===== src/hdl/dspe_pkg.sv =====
package dspe_pkg;

  localparam int NUM_VERTICES_DEF = 16;
  localparam int WEIGHT_BITS_DEF  = 16;
  localparam int VERTEX_BITS      = 4;
  localparam int IN_WEIGHT_BITS   = 16;
  localparam int DIST_BITS        = 20;
  localparam logic [DIST_BITS-1:0] DIST_MAX = '1;

  localparam logic OP_LOAD = 1'b0;
  localparam logic OP_RUN  = 1'b1;

  typedef enum logic [1:0] {
    SCAN_SEED,
    SCAN_SEL,
    SCAN_RELAX
  } scan_mode_t;

  typedef struct packed {
    logic       load_wr;
    logic       run_start;
    logic       issue;
    scan_mode_t mode;
    logic       mark_visited;
    logic       out_load;
  } dp_cmd_t;

  typedef struct packed {
    logic item_ok;
    logic item_run;
    logic idx_last;
    logic found;
    logic out_space;
  } dp_status_t;

endpackage


===== src/hdl/dspe_ctrl.sv =====
module dspe_ctrl (
  input  logic                 clk,
  input  logic                 rst_n,
  input  logic                 in_tvalid,
  output logic                 in_tready,
  input  dspe_pkg::dp_status_t status,
  output dspe_pkg::dp_cmd_t    cmd
);

  typedef enum logic [2:0] {
    ST_IDLE,
    ST_SEED,
    ST_SEL,
    ST_SEL_T,
    ST_SEL_CHK,
    ST_RELAX,
    ST_OUT_RD,
    ST_OUT_LD
  } state_t;

  state_t state_r, state_nxt;

  always_comb begin
    cmd       = '0;
    state_nxt = state_r;
    in_tready = (state_r == ST_IDLE);
    unique case (state_r)
      ST_IDLE: begin
        if (in_tvalid && status.item_ok) begin
          if (status.item_run) begin
            cmd.run_start = 1'b1;
            state_nxt     = ST_SEED;
          end else begin
            cmd.load_wr = 1'b1;
          end
        end
      end
      ST_SEED: begin
        cmd.issue = 1'b1;
        cmd.mode  = dspe_pkg::SCAN_SEED;
        if (status.idx_last) begin
          state_nxt = ST_SEL;
        end
      end
      ST_SEL: begin
        cmd.issue = 1'b1;
        cmd.mode  = dspe_pkg::SCAN_SEL;
        if (status.idx_last) begin
          state_nxt = ST_SEL_T;
        end
      end
      ST_SEL_T: begin
        state_nxt = ST_SEL_CHK;
      end
      ST_SEL_CHK: begin
        if (status.found) begin
          cmd.mark_visited = 1'b1;
          state_nxt        = ST_RELAX;
        end else begin
          state_nxt = ST_OUT_RD;
        end
      end
      ST_RELAX: begin
        cmd.issue = 1'b1;
        cmd.mode  = dspe_pkg::SCAN_RELAX;
        if (status.idx_last) begin
          state_nxt = ST_SEL;
        end
      end
      ST_OUT_RD: begin
        state_nxt = ST_OUT_LD;
      end
      ST_OUT_LD: begin
        if (status.out_space) begin
          cmd.out_load = 1'b1;
          state_nxt    = status.idx_last ? ST_IDLE : ST_OUT_RD;
        end
      end
      default: begin
        state_nxt = ST_IDLE;
      end
    endcase
  end

  always_ff @(posedge clk) begin
    if (!rst_n) begin
      state_r <= ST_IDLE;
    end else begin
      state_r <= state_nxt;
    end
  end

  a_ready_after_output: assert property (@(posedge clk) disable iff (!rst_n)
    $rose(in_tready) |-> $past(cmd.out_load))
    else $error("returned to idle without emitting the last result");

  a_idle_no_scan: assert property (@(posedge clk) disable iff (!rst_n)
    in_tready |-> (!cmd.issue && !cmd.out_load && !cmd.mark_visited))
    else $error("scan activity while accepting input");

endmodule


===== config.mk =====
export PLATFORM = sky130hd
export DESIGN_NAME = dspe_ctrl
export DESIGN_NICKNAME = d
export VERILOG_FILES = /design/src/hdl/dspe_pkg.sv /design/src/hdl/dspe_ctrl.sv
export SDC_FILE = /design/constraint.sdc
export NUM_CORES = 1
export LEC_CHECK = 0
export BUFFER_PORTS_ARGS = -buffer_cell sky130_fd_sc_hd__buf_2
export CORE_AREA = 2 2 39 41
export DETAILED_ROUTE_END_ITERATION = 8
export DIE_AREA = 0 0 41 43
export SLEW_MARGIN = 10
export SYNTH_ARGS = -nofsm -noshare
export SYNTH_HDL_FRONTEND = slang
export SYNTH_SLANG_ARGS = --single-unit

===== constraint.sdc =====
create_clock -name clk -period 1.45 [get_ports clk]
set_clock_uncertainty 0.1 [all_clocks]
set_input_delay 0.2175 -clock clk [delete_from_list [all_inputs] [get_ports clk]]
set_output_delay 0.2175 -clock clk [all_outputs]
set_load 0.05 [all_outputs]

After elaboration in Yosys (flattened, before gate mapping). Cells that the tools add are included.

Equality and inequality tests: 12. Reductions and logical operators: 4. Muxes and demuxes: 17.

Operators by type and width (number): $pmux 3 s7 (1); $mux 3 (6); $eq 3x3->1 const B (4); $pmux 3 s3 (1); $eq 3x2->1 const B (2); $mux 1 (6); $mux 2 (3); $ne 2x1->1 const B (3); $reduce_and 5->1 (1); $ne 2x2->1 const B (2); $eq 3x1->1 const B (1); $logic_not 3->1 (1); $reduce_or 2->1 (1); $logic_and 1x1->1 (1).

Bits of input ports: 8. Flip-flop bits (word level): 3.

Longest topological paths before layout. Gate-level depths: netlist of run 1.

Depth in word-level cells: 4. Gate-level depth with buffers: 5. Gate-level depth less buffers: 4.

Worst setup path after synthesis of run 1. No wires, ideal clock.

Path type: reg2out. From: register state_r[0]. To: output port cmd[5] in the netlist's numbering. Arrival: 2042 ps. Required time: 1133 ps. Slack: -910 ps. Stages on the path, launching flop included: 5. Path buffers: 1. Path through: dfxtp_1 > buf_4 > nor3_2 > nand3_1 > nor2_1.

RTL lines: start: declaration (line dspe_ctrl.sv:21) `state_t state_r, state_nxt;`; start signal: assignment (line dspe_ctrl.sv:89) `state_r <= state_nxt;`; end: declaration (line dspe_ctrl.sv:7) `output dspe_pkg::dp_cmd_t cmd`.

==> results of run 1 <==
metrics by stage:
stage | util, % | TNS (ns) | area (µm²)
6_report | 37.3 | -0.281 | 517
3_5_place_dp | 31.6 | -0.0579 | 438
3_3_place_gp | 31.6 | -0.0178 | 438
4_1_cts | 35.9 | -0.326 | 497
5_1_grt | 37.3 | -0.513 | 517
2_1_floorplan | - | -1.47 | 320
final timing paths:
path              slack (ns)         end  cells after the start
setup / recovery       -0.09      cmd[6]                      4
hold / removal          0.16  state_r[0]                      3
setup reg to reg        0.02  state_r[1]                      4
hold reg to reg         0.56  state_r[1]                      3
worst reg2reg max path: cells and delay by family, from the launching register on:
family | cells | cell delay (ns)
muxes | 1 | 0.13
and+or+nand+nor | 1 | 0.16
DFF | 1 | 0.34
AOI/OAI and AO/OA | 2 | 0.57
power by group through the flow:
stage	Sequential, mW	Combinational (mW)	Clock, mW
finish	0.163	0.652	0.156
global route	0.165	0.684	0.164
CTS	0.155	0.612	0.164
detailed placement	0.152	0.574	0
global placement	0.150	0.570	0
floorplan	0.118	0.475	0
kinds of logic after synthesis:
| group | after synthesis | synth area share, % |
|---|---|---|
| AND/OR/NAND/NOR | 17 | 35.9 |
| buffers and inverters | 8 | 15.2 |
| AO/OA/AOI/OAI | 6 | 19.4 |
| flip-flops | 3 | 22.1 |
| multiplexers | 2 | 7.37 |
synth_stat cells:
cell / number
a32oi_1: 1
buf_4: 1
inv_1: 6
nor3_1: 2
nor2_1: 4
a21o_1: 1
dfxtp_1: 3
a221o_2: 1
nand2_1: 5
nor2b_1: 1
and4_1: 1
mux2i_1: 2
o211ai_1: 1
nand3_1: 2
nor3_2: 1
buf_6: 1
nor3b_4: 1
o311ai_0: 2
layer usage:
| layer | GRT usage [%] | up-vias |
|---|---|---|
| met2 | 13.4 | 13 |
| met5 | 0 | - |
| met4 | 10.0 | 0 |
| met1 | 10.6 | 146 |
| met3 | 1.57 | 2 |
| li1 | - | 173 |
final cells by class:
type,instances,share of cell area (%)
inverters,6,4.36
multi-input cells,25,41.6
flip-flops and latches,3,12.8
well taps,16,3.87
clock buffers,4,5.08
repair buffers,21,32.2
what timing repair did:
action / in CTS / in global routing
resized for setup: 13 / 6
pin swaps: 1 / 1
setup endpoints to repair: 10 / 10
==> summary.txt, run 1 <==
Count of hold-fix buffers inserted at cts - 0
I/O Buffers - 15
Pin count of the biggest net entering global routing - 7
Core outline area - 1380 µm²
Highest metal layer with signal wires - met4
Number of detailed-route iterations in the first pass - 4
Final Instance Count excl. Fillers - 75
Number of antenna cells inserted - 0
Cell-internal power - 0.516 mW
Endpoint type of the worst setup path - output port
Area used by multi-input combinational logic - 215 µm²
Post-detailed-route via-to-cell ratio - 4.45
Pwr dens - 1880 nW/µm²
Least-Margin Pin Slew - 0.386 ns
Final worst slack - -0.0854 ns
Worst Path Required - 1.13 ns
Tightest slew margin relative to the limit - 73.9%
Post-detailed-route DRC marker count - 0
Residual overflow from global routing - 0
Period utilisation layout - 106%
Reg power frac - 16.8%
Area of the mapped netlist - 272 µm²
Detailed-route wire length on metal 1 - 350 µm
Maximum single-stage delay on the critical path - 0.34 ns
Half-perimeter wire length after detailed placement - 567 µm
Rows - 14
Synth-to-layout area growth - 90.3%
Cell variety after synth - 18
Worst Path Buf+Inv - 1
Initial standard-cell utilization of the core - 19.6%
Final nets - 68
Number of buffers inserted during clock tree synthesis - 3
Syn Nets - 44
Clock latency on the worst-skew pair - 0.24 ns
Post-route ant nets - 0
Dominant delay contributor by cell family on the critical path - simple AND/OR/NAND/NOR gates
I/O pin total - 16
CP startpoint - state_r[1]
Cell chosen for the clock root - clkbuf_4
Post-synthesis sequential element count - 3
Clock edge transition at the registers on the reported setup and hold paths - 0.04 ns
Hold Vio Cnt, Final - 0
Antenna violations before repair - 0
Number of vias after detailed routing - 334
Number of global-route vias before repair - 272
Origin of the critical flop-to-flop path - state_r[1]
Worst hold-check path type - input port to flop
Share of cells above drive strength 1 - 59.3%
Registers with the most flip-flops - state_r (3)
Layout filler cell count - 147
Run status - finished with violations
RSZ-0062 raised after global routing - true
Wire length of the first global-routing pass - 1.08 mm
Flip-flop count of the largest register after layout - 3
Maximum operating frequency - 651 MHz
Count of clock tree sinks - 3
Vertical die dimension - 43 µm
Routed WL - 759 µm
Share of synthesized area occupied by flip-flops and latches - 22.1%
Global-route usage over all layers - 9.43%
Die Footprint - 1760 µm²
Number of buffers between clock root and the deepest sink - 2
Peak supply drop - 0.000826 V
Gp weighted congestion - 0.667
DRT iter0 DRCs - 2
Number of levels the H-tree was split into - 1
Worst slack, placed - -0.0319 ns
Floorplan die width - 41 µm
Start point of the worst hold path - rst_n
Comb power frac - 67.1%
Synth top area share - 22.1%
Cell chain of the critical path - nor3_4 > nand3_2 > nor2_4 > buf_6
Setup-violating endpoint count in the final report - 4
Sequential standard cell area - 66.3 µm²
Post-CTS Repair Setup Buffers - 0
Mean routed wirelength per cell - 10.1 µm
Type of the worst setup path - flop to output port
Largest area contributor in the synthesized netlist - dfxtp_1
Largest cells by area after synthesis - dfxtp_1 22%, inv_1 8.3%, mux2i_1 7.4%
Max FO, Critical Path - 4
Length of routed met2 wiring - 332 µm
Commonest cells after routing, fill and taps aside - 7 x buf_2, 7 x buf_6, 6 x inv_1, 6 x buf_4, 5 x nand2_1
TritonCTS clock tree - built
Crit path max-delay cell type - dfxtp_2
Post-Syn Area per Cell - 7.54 µm²
Leakage - 0.234 nW
Total net switching power - 0.455 mW
Number of pins with negative max-slew slack in the final report - 0
Post-layout power - 0.971 mW
Warning count from the yosys run - 0
Max-capacitance violation count - 0
Sort of element at the start of the critical path - flop
Final critical delay including setup and external delays - 1.54 ns
Clock Power Share - 16.1%
Data arrival time of the worst path - 1.22 ns
Violated checks - negative setup slack
Gate count after technology mapping - 36
Register ranked first by flip-flop count - state_r
Worst hold slack after final layout - 0.165 ns
Met3 wire length - 54 µm
Sw Ratio - 46.9%
Instance count after placement with tap cells included - 71
No activity file was read; power rests on OpenSTA's default activity.
==> run 2: changes to the inputs <==
--- a/config.mk
+++ b/config.mk
@@ -7,6 +7,7 @@
 export LEC_CHECK = 0
 export BUFFER_PORTS_ARGS = -buffer_cell sky130_fd_sc_hd__buf_2
 export CORE_AREA = 2 2 39 41
+export CTS_BUF_LIST = sky130_fd_sc_hd__clkbuf_8
 export DETAILED_ROUTE_END_ITERATION = 8
 export DIE_AREA = 0 0 41 43
 export SLEW_MARGIN = 10
==> constraint.sdc (replaced) <==
create_clock -name clk -period 1.51 [get_ports clk]
set_clock_uncertainty 0.1 [all_clocks]
set_input_delay 0.2265 -clock clk [delete_from_list [all_inputs] [get_ports clk]]
set_output_delay 0.2265 -clock clk [all_outputs]
set_load 0.05 [all_outputs]
==> summary.txt, run 2 (synthesis results as in run 1) <==
Number of levels the H-tree was split into - 1 (unchanged)
Run status - complete, no violations
Antenna violations before repair - 0 (unchanged)
Count of hold-fix buffers inserted at cts - 0 (unchanged)
Cell chosen for the clock root - clkbuf_8
Worst hold slack after final layout - 0.194 ns (+0.0294 ns)
Final Instance Count excl. Fillers - 73 (-2.7%)
Layout filler cell count - 146 (-0.68%)
RSZ-0062 raised after global routing - true
Initial standard-cell utilization of the core - 19.6% (unchanged)
Number of buffers inserted during clock tree synthesis - 3 (unchanged)
Peak supply drop - 0.000779 V (-5.7%)
Half-perimeter wire length after detailed placement - 544 µm (-4.1%)
Data arrival time of the worst path - 1.17 ns (-0.05 ns)
Clock latency on the worst-skew pair - 0.21 ns (-0.03 ns)
Routed WL - 703 µm (-7.4%)
I/O pin total - 16 (unchanged)
Pin count of the biggest net entering global routing - 8 (+1)
I/O Buffers - 15 (unchanged)
Flip-flop count of the largest register after layout - 3 (unchanged)
Hold Vio Cnt, Final - 0 (unchanged)
DRT iter0 DRCs - 2 (unchanged)
TritonCTS clock tree - built
Sort of element at the start of the critical path - flop
Residual overflow from global routing - 0 (unchanged)
Number of detailed-route iterations in the first pass - 2 (-2)
Gp weighted congestion - 0.600 (-10%)
Rows - 14 (unchanged)
Area used by multi-input combinational logic - 215 µm² (unchanged)
Registers with the most flip-flops - state_r (3)
Clock edge transition at the registers on the reported setup and hold paths - 0.03 ns (about the same)
Number of vias after detailed routing - 315 (-5.7%)
Mean routed wirelength per cell - 9.63 µm (-4.8%)
Endpoint type of the worst setup path - output port
Post-detailed-route DRC marker count - 0 (unchanged)
Number of global-route vias before repair - 288 (+5.9%)
Post-detailed-route via-to-cell ratio - 4.32 (-3.1%)
Least-Margin Pin Slew - 0.388 ns (+0.00145 ns)
Register ranked first by flip-flop count - state_r
Floorplan die width - 41 µm (unchanged)
Vertical die dimension - 43 µm (unchanged)
Number of buffers between clock root and the deepest sink - 2 (unchanged)
Synth-to-layout area growth - 85.7%
Worst hold-check path type - input port to flop
Instance count after placement with tap cells included - 69 (-2.8%)
Period utilisation layout - 99.3%
Count of clock tree sinks - 3 (unchanged)
Type of the worst setup path - flop to output port
Share of cells above drive strength 1 - 57.9% (-1.4 points)
Pwr dens - 1840 nW/µm² (-2.0%)
Maximum operating frequency - 667 MHz
Sequential standard cell area - 66.3 µm² (unchanged)
Global-route usage over all layers - 9.33% (-0.10 points)
Most common cell after layout, fill and taps aside - buf_2
Number of antenna cells inserted - 0 (unchanged)
Final critical delay including setup and external delays - 1.50 ns
Max FO, Critical Path - 5 (+1)
Leakage - 0.231 nW (-1.1%)
Wire length of the first global-routing pass - 1.12 mm (+3.8%)
Final nets - 66 (-2.9%)
Commonest cells after routing, fill and taps aside - 9 x buf_2, 7 x inv_1, 5 x nand2_1, 5 x buf_4, 3 x clkbuf_8
Worst Path Required - 1.18 ns (+0.05 ns)
Post-route ant nets - 0 (unchanged)
Die Footprint - 1760 µm² (unchanged)
Max-capacitance violation count - 0 (unchanged)
Setup-violating endpoint count in the final report - 0 (-4)
Number of pins with negative max-slew slack in the final report - 0 (unchanged)
End-of-flow core utilization - 36.4% (-0.90 points)
Tightest slew margin relative to the limit - 73.8% (-0.098 points)
Core outline area - 1380 µm² (unchanged)
## run 2: power by group
part | internal (mW) | switching [mW] | total, mW
Combinational | 0.228 | 0.323 | 0.550
Clock | 0.173 | 0.0507 | 0.224
Sequential | 0.111 | 0.0432 | 0.154
## run 2: timing repair
item,in CTS,in global routing
setup buffers,0,0
pin swaps,3,0
endpoints found under the setup margin,9,6
gates resized for setup,10,4
## run 2: final cells by class
| cell class | instances | area share (%) |
|---|---|---|
| sequential | 3 | 13.2 |
| timing repair buffer | 19 | 26.8 |
| multi-input combinational | 25 | 42.7 |
| clock buffer | 3 | 8.19 |
| clock inverter | 1 | 0.744 |
| tap | 16 | 3.97 |
| inverter | 6 | 4.47 |
## run 2: per-layer routing
metal	routed length, µm	GRT usage (%)
met1	315	10.9
met2	327	14.7
met3	60	4.71
met4	0	2.00
met5	0	0
## run 2: worst max-delay path: stages (launching register included)
cell and delay [ns]:
dfxtp_4 0.36, nor3_4 0.18, nand3_2 0.14, nor2_4 0.11, buf_6 0.16
## run 2: final timing paths
path	startpoint	to	slack, ns	cells after the start
max	state_r[0]	cmd[5]	0.01	4
min	rst_n	state_r[2]	0.19	2
max reg2reg	state_r[1]	state_r[1]	0.10	4
min reg2reg	state_r[2]	state_r[2]	0.53	2
## run 2: per-stage QoR
step	power, mW	area, µm²	setup TNS, ns	setup WS (ns)
3_3_place_gp	0.675	423	0	0.00666
5_1_grt	0.980	504	-0.138	-0.0368
2_1_floorplan	0.570	320	-1.14	-0.284
3_5_place_dp	0.674	423	-0.0000759	-0.0000759
6_report	0.928	504	0	0.0103
4_1_cts	0.926	492	-0.000885	-0.000885
==> run 3: changes to the inputs <==
--- a/config.mk
+++ b/config.mk
@@ -6,10 +6,13 @@
 export NUM_CORES = 1
 export LEC_CHECK = 0
 export BUFFER_PORTS_ARGS = -buffer_cell sky130_fd_sc_hd__buf_2
+export CELL_PAD_IN_SITES_DETAIL_PLACEMENT = 2
+export CELL_PAD_IN_SITES_GLOBAL_PLACEMENT = 2
 export CORE_AREA = 2 2 39 41
 export CTS_BUF_LIST = sky130_fd_sc_hd__clkbuf_8
 export DETAILED_ROUTE_END_ITERATION = 8
 export DIE_AREA = 0 0 41 43
+export PLACE_DENSITY_LB_ADDON = 0.1
 export SLEW_MARGIN = 10
 export SYNTH_ARGS = -nofsm -noshare
 export SYNTH_HDL_FRONTEND = slang
==> summary.txt, run 3 (synthesis results as in run 1) <==
Number of pins with negative max-slew slack in the final report - 0 (unchanged)
Type of the worst setup path - flop to output port
Number of buffers between clock root and the deepest sink - 2 (unchanged)
Clock edge transition at the registers on the reported setup and hold paths - 0.03 ns (about the same)
Violated checks - negative setup slack
Worst hold slack after final layout - 0.193 ns (-0.000762 ns)
Vertical die dimension - 43 µm (unchanged)
Pin count of the biggest net entering global routing - 8 (unchanged)
Least-Margin Pin Slew - 0.363 ns (-0.0247 ns)
Accumulated negative setup slack - -0.0643 ns (-0.0643 ns)
Share of cells above drive strength 1 - 61.0% (+3.1 points)
Run status - finished with violations
Start point of the worst hold path - rst_n
Post-detailed-route DRC marker count - 0 (unchanged)
Hold Vio Cnt, Final - 0 (unchanged)
Number of global-route vias before repair - 395 (+37%)
RSZ-0062 raised after global routing - true
Final nets - 68 (+3.0%)
Number of vias after detailed routing - 350 (+11%)
Half-perimeter wire length after detailed placement - 859 µm (+58%)
Commonest cells after routing, fill and taps aside - 8 x buf_2, 8 x buf_4, 6 x inv_1, 5 x nand2_1, 4 x buf_6
Worst Path Required - 1.18 ns (about the same)
Origin of the critical flop-to-flop path - state_r[1]
DRT iter0 DRCs - 1 (-1)
Core outline area - 1380 µm² (unchanged)
Number of levels the H-tree was split into - 1 (unchanged)
Capture point of the worst reg-to-reg path - state_r[0]
TritonCTS clock tree - built
I/O pin total - 16 (unchanged)
Maximum single-stage delay on the critical path - 0.36 ns (about the same)
Worst hold path cell count - 3 (+1)
Post-route ant nets - 0 (unchanged)
Count of hold-fix buffers inserted at cts - 0 (unchanged)
Post-detailed-route via-to-cell ratio - 4.67 (+8.1%)
Clock latency on the worst-skew pair - 0.22 ns (about the same)
Initial standard-cell utilization of the core - 19.6% (unchanged)
Worst hold-check path type - input port to flop
Hold endpoint - state_r[1]
Rows - 14 (unchanged)
Max FO, Critical Path - 5 (unchanged)
Cell chain of the critical path - nor3_4 > nand3_2 > nor2_4 > buf_8
Sort of element at the start of the critical path - flop
Gp weighted congestion - 0.715 (+19%)
Number of detailed-route iterations in the first pass - 2 (unchanged)
Wire length of the first global-routing pass - 1.77 mm (+58%)
I/O Buffers - 15 (unchanged)
Number of antenna cells inserted - 0 (unchanged)
Maximum operating frequency - 646 MHz (-3.1%)
Max-capacitance violation count - 0 (unchanged)
Pwr dens - 1910 nW/µm² (+3.5%)
Final worst slack - -0.0378 ns (-0.0481 ns)
Endpoint type of the worst setup path - output port
Floorplan die width - 41 µm (unchanged)
Leakage - 0.247 nW (+6.8%)
Setup slack of the worst register-to-register path - 0.07 ns (-0.03 ns)
Post-Layout Inst Area - 534 µm² (+6.0%)
Reg2reg path depth - 4 (unchanged)
Die Footprint - 1760 µm² (unchanged)
Data arrival time of the worst path - 1.22 ns (+0.05 ns)
Layout filler cell count - 163 (+12%)
Flip-flop count of the largest register after layout - 3 (unchanged)
Final critical delay including setup and external delays - 1.55 ns (+0.0481 ns)
Mean routed wirelength per cell - 14.1 µm (+46%)
Number of buffers inserted during clock tree synthesis - 3 (unchanged)
Setup-violating endpoint count in the final report - 2 (+2)
Routed WL - 1.05 mm (+50%)
Registers with the most flip-flops - state_r (3)
Register ranked first by flip-flop count - state_r
Tightest slew margin relative to the limit - 75.5% (+1.7 points)
Synth-to-layout area growth - 96.8%
Global-route usage over all layers - 15.6% (+6.2 points)
Crit path max-delay cell type - dfxtp_4
Cell chosen for the clock root - clkbuf_8
Count of clock tree sinks - 3 (unchanged)
Standard cell area after detailed placement - 423 µm² (unchanged)
Period utilisation layout - 103% (+3.2 points)
Residual overflow from global routing - 0 (unchanged)
Peak supply drop - 0.000791 V (+1.5%)
Antenna violations before repair - 0 (unchanged)
-- run 3: cell count changes in the layout (fill, tap and decap cells not counted) --
cell | before | now
buf_2 | 9 | 8
buf_4 | 5 | 8
buf_6 | 2 | 4
clkbuf_4 | 2 | 0
dfxtp_2 | 2 | 0
dfxtp_4 | 1 | 3
inv_1 | 7 | 6
inv_2 | 0 | 1
-- run 3: worst max-delay path by stage --
stage | startpoint | endpoint | slack [ns] | cells past startpoint
floorplan | state_r[1] | cmd[5] | -0.28 | 4
global placement | state_r[0] | state_r[0] | -0.008 | 4
detailed placement | state_r[0] | state_r[0] | -0.06 | 4
CTS | state_r[1] | cmd[6] | -0.06 | 4
global route | state_r[1] | cmd[6] | -0.07 | 4
finish | state_r[1] | cmd[6] | -0.04 | 4
-- run 3: cell type report --
cell class	count	area [µm²]	area share, %
multi-input cells	25	215	40.3
repair buffers	21	160	30.0
flip-flops and latches	3	71.3	13.3
clock buffers	3	41.3	7.73
inverters	6	22.5	4.22
well taps	16	20.0	3.75
clock inverters	1	3.75	0.703
-- run 3: repair_timing --
| item | 4_1_cts | 5_1_grt |
|---|---|---|
| cloned | 0 | 0 |
| gates resized for setup | 15 | 5 |
| setup endpoints to repair | 10 | 5 |
| pin swaps | 3 | 1 |
| buffers inserted | 2 | 0 |
-- run 3: report_power, final --
group / internal [mW] / leakage [nW] / switching [mW] / total (mW)
clock: 0.174 / 0.0269 / 0.0591 / 0.233
combinational: 0.273 / 0.194 / 0.351 / 0.624
sequential: 0.113 / 0.0267 / 0.0493 / 0.162
-- run 3: stage by stage --
step	util (%)	power (mW)	setup WS, ns	instances
after floorplan	-	0.570	-0.284	36
after global placement	30.6	0.675	-0.00827	69
after detailed placement	30.6	0.692	-0.0599	69
after CTS	37.7	1.03	-0.0551	75
after global routing	38.6	1.08	-0.0701	75
final	38.6	1.02	-0.0378	75
-- run 3: per-layer routing --
layer  vias to the layer above  part of all wire (%)  global-route usage, %
met5                         -                     0                      0
met1                       163                    37                   16.8
met4                         0                  0.76                   12.0
met2                        13                    56                   25.3
li1                        172                     -                      -
met3                         2                   5.7                   2.09
-- run 3: worst max-delay path: cells and delay by family, from the launching register on --
| family | cells | cell delay, ns |
|---|---|---|
| buffers and inverters | 1 | 0.15 |
| flip-flops | 1 | 0.36 |
| AND/OR/NAND/NOR | 3 | 0.49 |
